<file path="src/rtl/core/gcb_pkg.sv">
// Shared types, class codes and decode function for the grapheme cluster break block.
package gcb_pkg;

  // Width of the byte offset counter unless the top level overrides it
  localparam int unsigned GcbOffsetWidthDef = 32;
  // Width of the reported offset field
  localparam int unsigned GcbOutOffsetWidth = 32;
  // Words held between the front and back parts
  localparam int unsigned GcbQueueDepth = 4;
  localparam int unsigned GcbQueuePtrW  = $clog2(GcbQueueDepth);
  localparam int unsigned GcbQueueCntW  = $clog2(GcbQueueDepth + 1);

  // Break class codes as they arrive on the input
  typedef enum logic [4:0] {
    CLS_OTHER      = 5'd0,
    CLS_CR         = 5'd1,
    CLS_LF         = 5'd2,
    CLS_CONTROL    = 5'd3,
    CLS_L          = 5'd4,
    CLS_V          = 5'd5,
    CLS_LV         = 5'd6,
    CLS_LVT        = 5'd7,
    CLS_T          = 5'd8,
    CLS_EXTEND     = 5'd9,
    CLS_ZWJ        = 5'd10,
    CLS_INCB_EXT   = 5'd11,
    CLS_INCB_LINK  = 5'd12,
    CLS_SPACING    = 5'd13,
    CLS_PREPEND    = 5'd14,
    CLS_CONSONANT  = 5'd15,
    CLS_RI         = 5'd16
  } gcb_class_e;

  // Decoded class: one flag per property the rules look at
  typedef struct packed {
    logic cr;
    logic lf;
    logic ctl;       // CR, LF or control
    logic hl_l;
    logic hl_v;
    logic hl_lv;
    logic hl_lvt;
    logic hl_t;
    logic ext_any;   // extend, ZWJ, InCB extend or InCB linker
    logic zwj;
    logic incb_ext;
    logic link;
    logic spacing;
    logic prepend;
    logic cons;
    logic ri;
  } cls_t;

  // One classified word travelling through the queue
  typedef struct packed {
    cls_t       cls;
    logic       ep;
    logic [2:0] bytes;
    logic       start;
  } item_t;

  // Queue status seen by the top level
  typedef struct packed {
    logic empty;
    logic full;
  } q_status_t;

  // Turn a raw class code into flags; unknown codes decode as other
  function automatic cls_t gcb_decode(logic [4:0] code);
    cls_t f;
    f = '0;
    unique case (code)
      CLS_CR:        begin f.cr = 1'b1; f.ctl = 1'b1; end
      CLS_LF:        begin f.lf = 1'b1; f.ctl = 1'b1; end
      CLS_CONTROL:   f.ctl = 1'b1;
      CLS_L:         f.hl_l = 1'b1;
      CLS_V:         f.hl_v = 1'b1;
      CLS_LV:        f.hl_lv = 1'b1;
      CLS_LVT:       f.hl_lvt = 1'b1;
      CLS_T:         f.hl_t = 1'b1;
      CLS_EXTEND:    f.ext_any = 1'b1;
      CLS_ZWJ:       begin f.ext_any = 1'b1; f.zwj = 1'b1; end
      CLS_INCB_EXT:  begin f.ext_any = 1'b1; f.incb_ext = 1'b1; end
      CLS_INCB_LINK: begin f.ext_any = 1'b1; f.link = 1'b1; end
      CLS_SPACING:   f.spacing = 1'b1;
      CLS_PREPEND:   f.prepend = 1'b1;
      CLS_CONSONANT: f.cons = 1'b1;
      CLS_RI:        f.ri = 1'b1;
      default:       f = '0;
    endcase
    return f;
  endfunction

endpackage

</file>
<file path="src/rtl/core/gcb_front.sv">
// Front part: accepts code point words and classifies them for the queue.
module gcb_front import gcb_pkg::*; (
  input  logic       in_valid_i,
  output logic       in_ready_o,
  input  logic [4:0] gcb_class_i,
  input  logic       ext_pict_i,
  input  logic [2:0] cp_bytes_i,
  input  logic       text_start_i,
  input  q_status_t  q_status_i,
  output logic       push_o,
  output item_t      push_item_o
);

  // Take a word whenever the queue has room
  assign in_ready_o = ~q_status_i.full;
  assign push_o     = in_valid_i & ~q_status_i.full;

  // Decode the class into flags ahead of the rule logic
  always_comb begin
    push_item_o.cls   = gcb_decode(gcb_class_i);
    push_item_o.ep    = ext_pict_i;
    push_item_o.bytes = cp_bytes_i;
    push_item_o.start = text_start_i;
  end

endmodule

</file>
<file path="src/rtl/core/gcb_queue.sv">
// Short register queue between the front and back parts.
module gcb_queue import gcb_pkg::*; (
  input  logic      clk_i,
  input  logic      rst_ni,
  input  logic      push_i,
  input  item_t     push_item_i,
  input  logic      pop_i,
  output item_t     head_o,
  output q_status_t status_o
);

  item_t                    mem_q [GcbQueueDepth];
  logic [GcbQueuePtrW-1:0]  wr_ptr_q, rd_ptr_q;
  logic [GcbQueueCntW-1:0]  count_q;

  assign status_o.empty = (count_q == '0);
  assign status_o.full  = (count_q == GcbQueueCntW'(GcbQueueDepth));
  assign head_o         = mem_q[rd_ptr_q];

  // Store words; payload needs no reset
  always_ff @(posedge clk_i) begin
    if (push_i) begin
      mem_q[wr_ptr_q] <= push_item_i;
    end
  end

  // Advance pointers and count
  always_ff @(posedge clk_i or negedge rst_ni) begin
    if (!rst_ni) begin
      wr_ptr_q <= '0;
      rd_ptr_q <= '0;
      count_q  <= '0;
    end else begin
      if (push_i) begin
        wr_ptr_q <= (wr_ptr_q == GcbQueuePtrW'(GcbQueueDepth - 1)) ? '0 : wr_ptr_q + 1'b1;
      end
      if (pop_i) begin
        rd_ptr_q <= (rd_ptr_q == GcbQueuePtrW'(GcbQueueDepth - 1)) ? '0 : rd_ptr_q + 1'b1;
      end
      if (push_i && !pop_i) begin
        count_q <= count_q + 1'b1;
      end else if (pop_i && !push_i) begin
        count_q <= count_q - 1'b1;
      end
    end
  end

endmodule

</file>
<file path="src/rtl/core/gcb_back.sv">
// Back part: applies the break rules, keeps the context and drives the result register.
module gcb_back import gcb_pkg::*; #(
  parameter int unsigned OFFSET_WIDTH = GcbOffsetWidthDef
) (
  input  logic                         clk_i,
  input  logic                         rst_ni,
  input  item_t                        head_i,
  input  q_status_t                    q_status_i,
  output logic                         pop_o,
  output logic                         out_valid_o,
  input  logic                         out_ready_i,
  output logic                         break_before_o,
  output logic [GcbOutOffsetWidth-1:0] start_offset_o
);

  cls_t                    last_q, last_d;
  logic                    ri_odd_q, ri_odd_d;
  logic                    aj_q, aj_d;         // previous word was a ZWJ
  logic                    pbj_q, pbj_d;       // pictographic before the joiner
  logic                    cb_q, cb_d;         // conjunct consonant base seen
  logic                    ls_q, ls_d;         // conjunct linker seen
  logic [OFFSET_WIDTH-1:0] off_q, off_d;
  logic                    out_valid_q;
  logic                    brk_q, brk_d;
  logic [GcbOutOffsetWidth-1:0] soff_q;

  cls_t                    c;
  cls_t                    p;
  logic                    rules_brk;
  logic [OFFSET_WIDTH-1:0] base;
  logic [OFFSET_WIDTH:0]   sum;

  assign c = head_i.cls;
  assign p = last_q;

  // Pop when a word waits and the result register is free or draining
  assign pop_o = ~q_status_i.empty & (~out_valid_q | out_ready_i);

  // Pair rules GB3 to GB13 in order
  always_comb begin
    priority if (p.cr && c.lf)                                     rules_brk = 1'b0;
    else if (p.ctl || c.ctl)                                       rules_brk = 1'b1;
    else if (p.hl_l && (c.hl_l || c.hl_v || c.hl_lv || c.hl_lvt))  rules_brk = 1'b0;
    else if ((p.hl_lv || p.hl_v) && (c.hl_v || c.hl_t))            rules_brk = 1'b0;
    else if ((p.hl_lvt || p.hl_t) && c.hl_t)                       rules_brk = 1'b0;
    else if (c.ext_any)                                            rules_brk = 1'b0;
    else if (c.spacing)                                            rules_brk = 1'b0;
    else if (p.prepend)                                            rules_brk = 1'b0;
    else if (c.cons && cb_q && ls_q)                               rules_brk = 1'b0;
    else if (p.ri && c.ri)                                         rules_brk = ~ri_odd_q;
    else                                                           rules_brk = 1'b1;
  end

  // Context update for the word at the head
  always_comb begin
    last_d   = last_q;
    ri_odd_d = ri_odd_q;
    aj_d     = aj_q;
    pbj_d    = pbj_q;
    cb_d     = cb_q;
    ls_d     = ls_q;
    brk_d    = 1'b1;

    if (head_i.start || (!(aj_q && pbj_q && head_i.ep) && rules_brk)) begin
      // Reseed from this word alone
      brk_d    = 1'b1;
      last_d   = c;
      ri_odd_d = c.ri;
      aj_d     = c.zwj;
      pbj_d    = head_i.ep;
      cb_d     = c.cons;
      ls_d     = 1'b0;
    end else begin
      brk_d  = 1'b0;
      last_d = c;
      aj_d   = c.zwj;
      if (aj_q && pbj_q && head_i.ep) begin
        // Emoji ZWJ sequence continues
        aj_d     = 1'b0;
        pbj_d    = 1'b1;
        ri_odd_d = 1'b0;
      end else begin
        ri_odd_d = c.ri ? ~ri_odd_q : 1'b0;
        if (head_i.ep) begin
          pbj_d = 1'b1;
        end else if (!c.ext_any) begin
          pbj_d = 1'b0;
        end
      end
      // Conjunct chain tracking
      if (c.link) begin
        ls_d = 1'b1;
      end else if (c.cons) begin
        cb_d = 1'b1;
        ls_d = 1'b0;
      end else if (!c.incb_ext && !c.zwj) begin
        cb_d = 1'b0;
        ls_d = 1'b0;
      end
    end
  end

  // Saturating byte offset
  assign base = head_i.start ? '0 : off_q;
  assign sum  = {1'b0, base} + (OFFSET_WIDTH + 1)'(head_i.bytes);
  assign off_d = sum[OFFSET_WIDTH] ? '1 : sum[OFFSET_WIDTH-1:0];

  // Hold context and result register
  always_ff @(posedge clk_i or negedge rst_ni) begin
    if (!rst_ni) begin
      last_q      <= '0;
      ri_odd_q    <= 1'b0;
      aj_q        <= 1'b0;
      pbj_q       <= 1'b0;
      cb_q        <= 1'b0;
      ls_q        <= 1'b0;
      off_q       <= '0;
      out_valid_q <= 1'b0;
    end else begin
      if (pop_o) begin
        last_q      <= last_d;
        ri_odd_q    <= ri_odd_d;
        aj_q        <= aj_d;
        pbj_q       <= pbj_d;
        cb_q        <= cb_d;
        ls_q        <= ls_d;
        off_q       <= off_d;
        out_valid_q <= 1'b1;
      end else if (out_ready_i) begin
        out_valid_q <= 1'b0;
      end
    end
  end

  // Result payload
  always_ff @(posedge clk_i) begin
    if (pop_o) begin
      brk_q  <= brk_d;
      soff_q <= GcbOutOffsetWidth'(base);
    end
  end

  assign out_valid_o    = out_valid_q;
  assign break_before_o = brk_q;
  assign start_offset_o = soff_q;

endmodule

</file>
<file path="src/rtl/core/grapheme_cluster_break_top.sv">
// Top level of the grapheme cluster break detector.
// Takes one decoded code point word per cycle while the queue is not full (class,
// pictographic flag, UTF-8 length, start-of-text mark) and returns, for each,
// whether a grapheme cluster boundary lies before it and its byte offset in the
// text. An accepted word is registered in the queue and then in the output
// register before it is valid on the output; the back part evaluates the rules
// for the queue head combinationally. A four-word queue sits between the
// classifying front part and the rule back part, and the result sits in an
// output register, so input is taken while a result waits until four words are
// queued. The offset counter is OFFSET_WIDTH bits wide, saturates at its
// all-ones value and is reported through its low 32 bits.
module grapheme_cluster_break_top import gcb_pkg::*; #(
  parameter int unsigned OFFSET_WIDTH = GcbOffsetWidthDef
) (
  input  logic                         clk_i,
  input  logic                         rst_ni,
  input  logic                         in_valid_i,
  output logic                         in_ready_o,
  input  logic [4:0]                   gcb_class_i,
  input  logic                         ext_pict_i,
  input  logic [2:0]                   cp_bytes_i,
  input  logic                         text_start_i,
  output logic                         out_valid_o,
  input  logic                         out_ready_i,
  output logic                         break_before_o,
  output logic [GcbOutOffsetWidth-1:0] start_offset_o
);

  q_status_t q_status;
  logic      push;
  logic      pop;
  item_t     push_item;
  item_t     head_item;

  // Classify and push
  gcb_front u_front (
    .in_valid_i   (in_valid_i),
    .in_ready_o   (in_ready_o),
    .gcb_class_i  (gcb_class_i),
    .ext_pict_i   (ext_pict_i),
    .cp_bytes_i   (cp_bytes_i),
    .text_start_i (text_start_i),
    .q_status_i   (q_status),
    .push_o       (push),
    .push_item_o  (push_item)
  );

  // Decouple the two sides
  gcb_queue u_queue (
    .clk_i       (clk_i),
    .rst_ni      (rst_ni),
    .push_i      (push),
    .push_item_i (push_item),
    .pop_i       (pop),
    .head_o      (head_item),
    .status_o    (q_status)
  );

  // Apply rules and drive results
  gcb_back #(
    .OFFSET_WIDTH (OFFSET_WIDTH)
  ) u_back (
    .clk_i          (clk_i),
    .rst_ni         (rst_ni),
    .head_i         (head_item),
    .q_status_i     (q_status),
    .pop_o          (pop),
    .out_valid_o    (out_valid_o),
    .out_ready_i    (out_ready_i),
    .break_before_o (break_before_o),
    .start_offset_o (start_offset_o)
  );

  // Queue cannot read as both empty and full
  a_q_status: assert property (@(posedge clk_i) disable iff (!rst_ni)
    !(q_status.empty && q_status.full))
    else $error("queue reports empty and full together");

  // A waiting word reaches the output when the result register is free
  a_drain: assert property (@(posedge clk_i) disable iff (!rst_ni)
    (!q_status.empty && (!out_valid_o || out_ready_i)) |=> out_valid_o)
    else $error("queued word did not reach the output");

  // After a word is accepted, the queue is not empty or the output is valid next cycle
  a_enter: assert property (@(posedge clk_i) disable iff (!rst_ni)
    (in_valid_i && in_ready_o) |=> (!q_status.empty || out_valid_o))
    else $error("accepted word was lost");

endmodule

</file>
<file path="config.mk">
export PLATFORM = sky130hd
export DESIGN_NAME = grapheme_cluster_break_top
export DESIGN_NICKNAME = d
export VERILOG_FILES = /design/src/rtl/core/gcb_pkg.sv /design/src/rtl/core/gcb_front.sv /design/src/rtl/core/gcb_queue.sv /design/src/rtl/core/gcb_back.sv /design/src/rtl/core/grapheme_cluster_break_top.sv
export SDC_FILE = /design/constraint.sdc
export NUM_CORES = 1
export LEC_CHECK = 0
export BUFFER_PORTS_ARGS = -buffer_cell sky130_fd_sc_hd__buf_2
export CAP_MARGIN = 20
export CORE_ASPECT_RATIO = 1.5
export CORE_UTILIZATION = 25
export DETAILED_ROUTE_END_ITERATION = 16
export GPL_TIMING_DRIVEN = 0
export PLACE_DENSITY_LB_ADDON = 0.3
export SYNTH_ARGS = -nofsm -noshare
export SYNTH_HDL_FRONTEND = slang
export SYNTH_SLANG_ARGS = --single-unit
export TNS_END_PERCENT = 100
</file>
<file path="constraint.sdc">
create_clock -name clk_i -period 5 [get_ports clk_i]
set_input_delay 1.5 -clock clk_i [delete_from_list [all_inputs] [get_ports clk_i]]
set_output_delay 1.5 -clock clk_i [all_outputs]
set_load 0.05 [all_outputs]
</file>
Word level (Yosys, flattened, before mapping)
Memories as Yosys holds them, arrays and structs flattened.
Index checks and enable logic that the tools add are counted.

word-level totals
  output and inout bits = 35
  memories = 1
  input bits = 14
  register bits after elaboration = 87
  bits in writable memories = 84

memories
  memory         depth  width  read ports  clocked after memory_dff  wr ports  RTL line         source
  u_queue.mem_q  4      21     1           0                         1         gcb_queue.sv:12  item_t mem_q [GcbQueueDepth];

cells by class
  equality and inequality tests = 21
  bitwise logic cells = 7
  reduce and logical (&&, ||, !) cells = 36
  muxes and demuxes = 53
  $add $sub $neg = 5

operators by type and width
  kind                                                                    count
  32-bit two-way mux                                                      2
  1-bit two-way mux                                                       47
  5-bit by 4-bit equality test with 1-bit output (second input constant)  8
  32-bit by 3-bit adder with 33-bit output                                1
  5-bit by 3-bit equality test with 1-bit output (second input constant)  4
  1-bit logical AND                                                       13
  5-bit by 2-bit equality test with 1-bit output (second input constant)  2
  1-bit logical OR                                                        8
  3-bit two-way mux                                                       2
  5-bit by 1-bit equality test with 1-bit output (second input constant)  1
  5-bit equality test (second input constant)                             1
  1-bit logical NOT                                                       5
  2-bit by 1-bit adder with 2-bit output (second input constant)          2
  2-bit equality test (second input constant)                             2
  2-bit two-way mux                                                       2
  4-bit inequality test (second input constant)                           1
  1-bit NOT                                                               4
  2-bit AND reduction                                                     2
  2-bit nonzero test                                                      2
  4-bit nonzero test                                                      1
  4-bit OR reduction                                                      1
  3-bit by 1-bit adder with 3-bit output (second input constant)          1
  3-bit equality test (second input constant)                             1
  3-bit logical NOT                                                       1
  other kinds (7)                                                         8

Longest topological paths before layout
An unclocked memory read counts as a cell.

  word-level depth = 16
  gate-level depth with buffers = 14
  gate-level depth less buffers = 10

Hierarchy
Synthesis repeated with hierarchy kept, for this count alone.

unflattened totals
  cells, all modules = 577
  area, all modules = 7780.0 µm²

modules (own cells, without submodules)
  module     seq. area each (µm²)  cells each  area each (µm²)  times used
  gcb_back   2167.1                394         4016.4           1
  gcb_queue  2697.6                147         3480.8           1
  gcb_front  0.0                   36          282.8            1

Worst setup path before layout
Ideal clock, no wire load.

  path kind = reg-to-reg
  from = register u_queue.rd_ptr_q[1]
  to = register u_back.off_q[31]
  cell stages (with the launch flop) = 15
  arrival time = 3.690 ns
  clock period less this slack = 3.777 ns
  setup time = 0.087 ns
  required time = 4.913 ns
  setup slack = 1.223 ns
  path through = dfrtp_1 > clkbuf_1 > mux4_2 > clkbuf_1 > clkbuf_1 > clkbuf_1 > nor2b_1 > ha_1 > a21oi_1 > or4_4 > nor4_4 > and2_4 > buf_6 > a31oi_1 > o211ai_1

on the way
  longest elaborated chain between the ends = 4

ends and longest elaborated chain
  element                                   RTL line         source
  start, declared                           gcb_queue.sv:13  logic [GcbQueuePtrW-1:0] wr_ptr_q, rd_ptr_q;
  start signal, assigned                    gcb_queue.sv:38  rd_ptr_q <= (rd_ptr_q == GcbQueuePtrW'(GcbQueueDepth - 1)) ? '0 : rd_ptr_q + 1'b1;
  memory 4 x 21 bit                         --
  32-bit two-way mux                        gcb_back.sv:104  assign base = head_i.start ? '0 : off_q;
  net u_back.base[2]                        gcb_back.sv:30   logic [OFFSET_WIDTH-1:0] base;
  32-bit by 3-bit adder with 33-bit output  gcb_back.sv:105  assign sum = {1'b0, base} + (OFFSET_WIDTH + 1)'(head_i.bytes);
  32-bit two-way mux                        gcb_back.sv:106  assign off_d = sum[OFFSET_WIDTH] ? '1 : sum[OFFSET_WIDTH-1:0];
  end signal, assigned                      gcb_back.sv:117  off_q <= '0;
  end signal, assigned                      gcb_back.sv:127  off_q <= off_d;
  end, declared                             gcb_back.sv:22   logic [OFFSET_WIDTH-1:0] off_q, off_d;

The timed path passes the listed nets, and every way through them passes these cells.
A chain may end at the register's enable or synchronous reset.

Worst setup path in the final report
Same ends and word-level chain as after synthesis.

==> flow_summary.yaml <==
status:
  status: "finished clean"
timing:
  finalWorstSetupSlack_ns: 0.3368
  worst_pin_slew_ns: 0.8980
  report.final.slew_viol_count: 0
  tns_ns: 0
  holdWs_ns: 0.4803
  hold_viol_final: 0
  rsz0062_at_grt: "no"
  fin_crit_ns: 4.663
  slew-limit-headroom_pct: 39.58
  fmax_mhz: 214.4
  period_share_pct: 93.26
  fin_worst_skew_ns: 0.01192
  setup_viol: 0
global_routing:
  grt_pass1_wl_mm: 29.04
  grt_max_degree: 32
  antenna_found_initial: 1
  grtUsageTotal_pct: 12.75
  grt_overflow_total: 0
  grt_pass1_vias: 5186
cts:
  clk_pin_slew_ns: 0.06
  postCtsSetupRepairBufs: 0
  htree_levels: 4
  cts-hold-fix-buffers: 0
  cts_tree: "yes"
  clock_latency_ns: 0.44
  cts.sinks: 171
  clock-root-buffer: "clkbuf_16"
  cts-buffers-inserted: 17
  cts_max_path_buffers: 2
yosys:
  synth_cells: 576
  synth-seq-cells: 171
  syn-num-nets: 601
  synth.distinct_cells: 61
  synth_edf_count: 117
  avgSynthCellArea_um2: 13.14
  yosysSeqAreaShare_pct: 64.29
  async_flop_share_pct: 31.58
  ys.warnings.count: 0
  syn-cell-area_mm2: 0.007567
  synthFlopType: "edfxtp_1"
floorplanning:
  ios: 49
  coreArea_mm2: 0.02958
  initial_core_util_pct: 25.58
  die_h_um: 215.1
  die_w_um: 144.1
  die_area_mm2: 0.03098
  num_rows: 77
power:
  ir_drop_mv: 0.1922
  seq_power_share_pct: 38.3
  p_per_area_mw_per_mm2: 590.8
  leakage_nw: 3.332
  p_int_mw: 3.356
  sw_frac_of_total_pct: 37.19
  switching_power_mw: 1.987
  pwr-share-clk_pct: 24.6
  pwr-share-comb_pct: 37.1
setup_path:
  worstSetupStartpoint: "u_queue.rd_ptr_q[1]"
  cpPeakStageDelay_ns: 0.61
  reg2regPathDepth: 14
  r2r_setup_slack_ns: 0.34
  start_kind: "flip-flop"
  critPathBufInv: 5
  cp_slowest_cell: "or4_4"
  r2r-start: "u_queue.rd_ptr_q[1]"
  crit_required_ns: 5.35
  critical-path-top-delay-family: "buffers and inverters"
  endpoint_kind: "flip-flop"
  crit_arrival_ns: 5.01
  cp_max_fo: 10
  r2r-end: "u_back.off_q[31]"
  path_cells: "clkbuf_2, mux4_2, clkbuf_1, clkbuf_2, clkbuf_2, nor2b_1, ha_1, a21oi_1, or4_4, nor4_4, and2_4, buf_6, a31oi_1, o211ai_1"
  critical_path_class: "flip-flop to flip-flop"
  cp_common_cell: "clkbuf_2"
finish:
  syn_to_final_growth_pct: 19.53
  final_nets: 675
  finalInstanceArea_mm2: 0.009045
  drive_above_1_share_pct: 19.46
  antennaDiodeCount: 0
route:
  first_pass_iters: 5
  avgViaCountPerCell: 4.658
  ant_nets: 0
  routed_wirelength_mm: 18.30
  drtIter0Drc: 281
  drc: 0
  vias: 4928
  wl_per_cell_um: 17.30
job:
  cap_violations: 0
worst_hold_path:
  hp-start: "u_back.last_q[8]"
  holdPathStages: 2
  whs_endpoint: "u_back.last_q[8]"
  hold_class: "flip-flop to flip-flop"
placement:
  io_buffers: 47
  place_area_mm2: 0.008453
  dp_hpwl_mm: 13.05
  place_congestion: 0.8364
  preCtsSetupSlack_ns: -0.4955
==> worst register-to-register path: stages, from the launching register on <==
cell and delay (ns):
dfrtp_1 0.38, clkbuf_2 0.25, mux4_2 0.40, clkbuf_1 0.49, clkbuf_2 0.38, clkbuf_2 0.36
nor2b_1 0.14, ha_1 0.35, a21oi_1 0.19, or4_4 0.61, nor4_4 0.34, and2_4 0.24
buf_6 0.16, a31oi_1 0.06, o211ai_1 0.21
==> worst max-delay path by stage <==
stage,to,slack [ns],depth (start not counted)
6_report,u_back.off_q[31],0.34,14
2_1_floorplan,u_back.off_q[31],1.22,14
4_1_cts,u_back.off_q[31],0.08,14
5_1_grt,u_back.off_q[19],0.06,14
3_3_place_gp,u_back.off_q[29],-0.60,12
3_5_place_dp,u_back.off_q[31],-0.50,14
==> cell families after synthesis <==
| logic type | Yosys count | share of synthesized area [%] |
|---|---|---|
| DFF | 171 | 64.29 |
| adders and majority gates | 11 | 2.017 |
| AOI/OAI and AO/OA | 115 | 9.706 |
| muxes | 33 | 7.655 |
| xor gates and xnor gates | 5 | 0.5788 |
| and+or+nand+nor | 205 | 13.62 |
| buffers and inverters | 36 | 2.133 |
==> per-layer routing <==
layer / up-vias / GRT usage (%) / routed length, um
met1: 2470 / 13.10 / 6891
li1: 2309 / - / -
met4: 2 / 6.809 / 567
met5: - / 0 / 13
met2: 110 / 23.69 / 10160
met3: 37 / 2.562 / 668
==> power by group through the flow <==
stage          sequential, mW  clock [mW]  combinational, mW
6_report                 2.05        1.31               1.98
5_1_grt                  2.09        1.39               2.18
3_3_place_gp             2.08           0               1.94
2_1_floorplan            2.32           0               1.13
4_1_cts                  2.05        1.34               2.03
3_5_place_dp             2.08           0               2.03
==> flip-flops by register name, indices dropped and copies added (netlist names) <==
signal                 flops
u_back.aj_q                1
u_back.break_before_o      1
u_back.cb_q                1
u_back.last_q              9
u_back.ls_q                1
u_back.off_q              32
u_back.out_valid_o         1
u_back.pbj_q               1
u_back.ri_odd_q            1
u_back.start_offset_o     32
u_queue.count_q            3
u_queue.mem_q             84
u_queue.rd_ptr_q           2
u_queue.wr_ptr_q           2
==> layout make-up <==
type | count | area, um^2
clock inverter | 10 | 117.6
sequential | 171 | 4865
inverter | 9 | 33.78
timing repair buffer | 55 | 395.4
buffer | 27 | 132.6
multi-input combinational | 369 | 2541
fill | 3008 | 20530
clock buffer | 22 | 465.4
tap | 395 | 494.2
==> synth_stat cells, types with 7 or more instances <==
library cell	instances	area, um^2
and2_1	7	43.79
o21ai_0	34	170.2
inv_1	8	30.03
dfrtp_1	54	1351
mux4_2	19	427.9
clkbuf_1	17	63.81
a31oi_1	10	62.56
nor3_1	12	60.06
nand3_1	11	55.05
nand2_1	61	229.0
edfxtp_1	117	3513
nor2_1	46	172.7
mux2_2	9	101.4
ha_1	9	112.6
a21oi_1	22	110.1
o21ai_1	7	35.03
nor2b_1	29	181.4
==> cell usage in the layout (no fill, tap or decap), types with 3 or more instances in the layout <==
cell	Yosys	layout
clkinvlp_4	0	3
edfxtp_1	117	117
a41oi_1	5	5
o21ai_1	7	7
clkbuf_16	0	18
buf_16	0	4
nand2b_1	3	3
mux2_2	9	9
nor4_1	6	6
clkbuf_2	0	5
mux4_2	19	19
a22o_1	5	5
dfrtp_1	54	54
nor2b_1	29	29
o21ai_0	34	34
or4_1	3	3
and2_1	7	7
nand4_1	6	6
inv_1	8	8
nor2_1	46	46
and3_1	5	5
nand3_1	11	11
o2bb2ai_1	4	4
ha_1	9	9
buf_2	3	51
buf_1	3	3
xor2_1	3	3
a31oi_1	10	10
clkbuf_1	17	17
and4_1	3	3
mux2i_1	5	5
a21oi_1	22	22
nor3_1	12	12
nand2_1	61	61
o22a_1	4	4
a21o_1	6	6
==> what timing repair did <==
action	in CTS	in global routing
endpoints found under the setup margin	32	27
cloned	0	0
resized for setup	2	2
hold endpoints to repair	0	0
==> metrics by stage <==
stage / power, mW / util, % / cells
floorplan: 3.449 / - / 576
global placement: 4.018 / 28.05 / 1018
detailed placement: 4.105 / 28.58 / 1025
CTS: 5.431 / 30.56 / 1057
global route: 5.662 / 30.58 / 1058
finish: 5.344 / 30.58 / 1058
(Power assumes the default switching activity.)
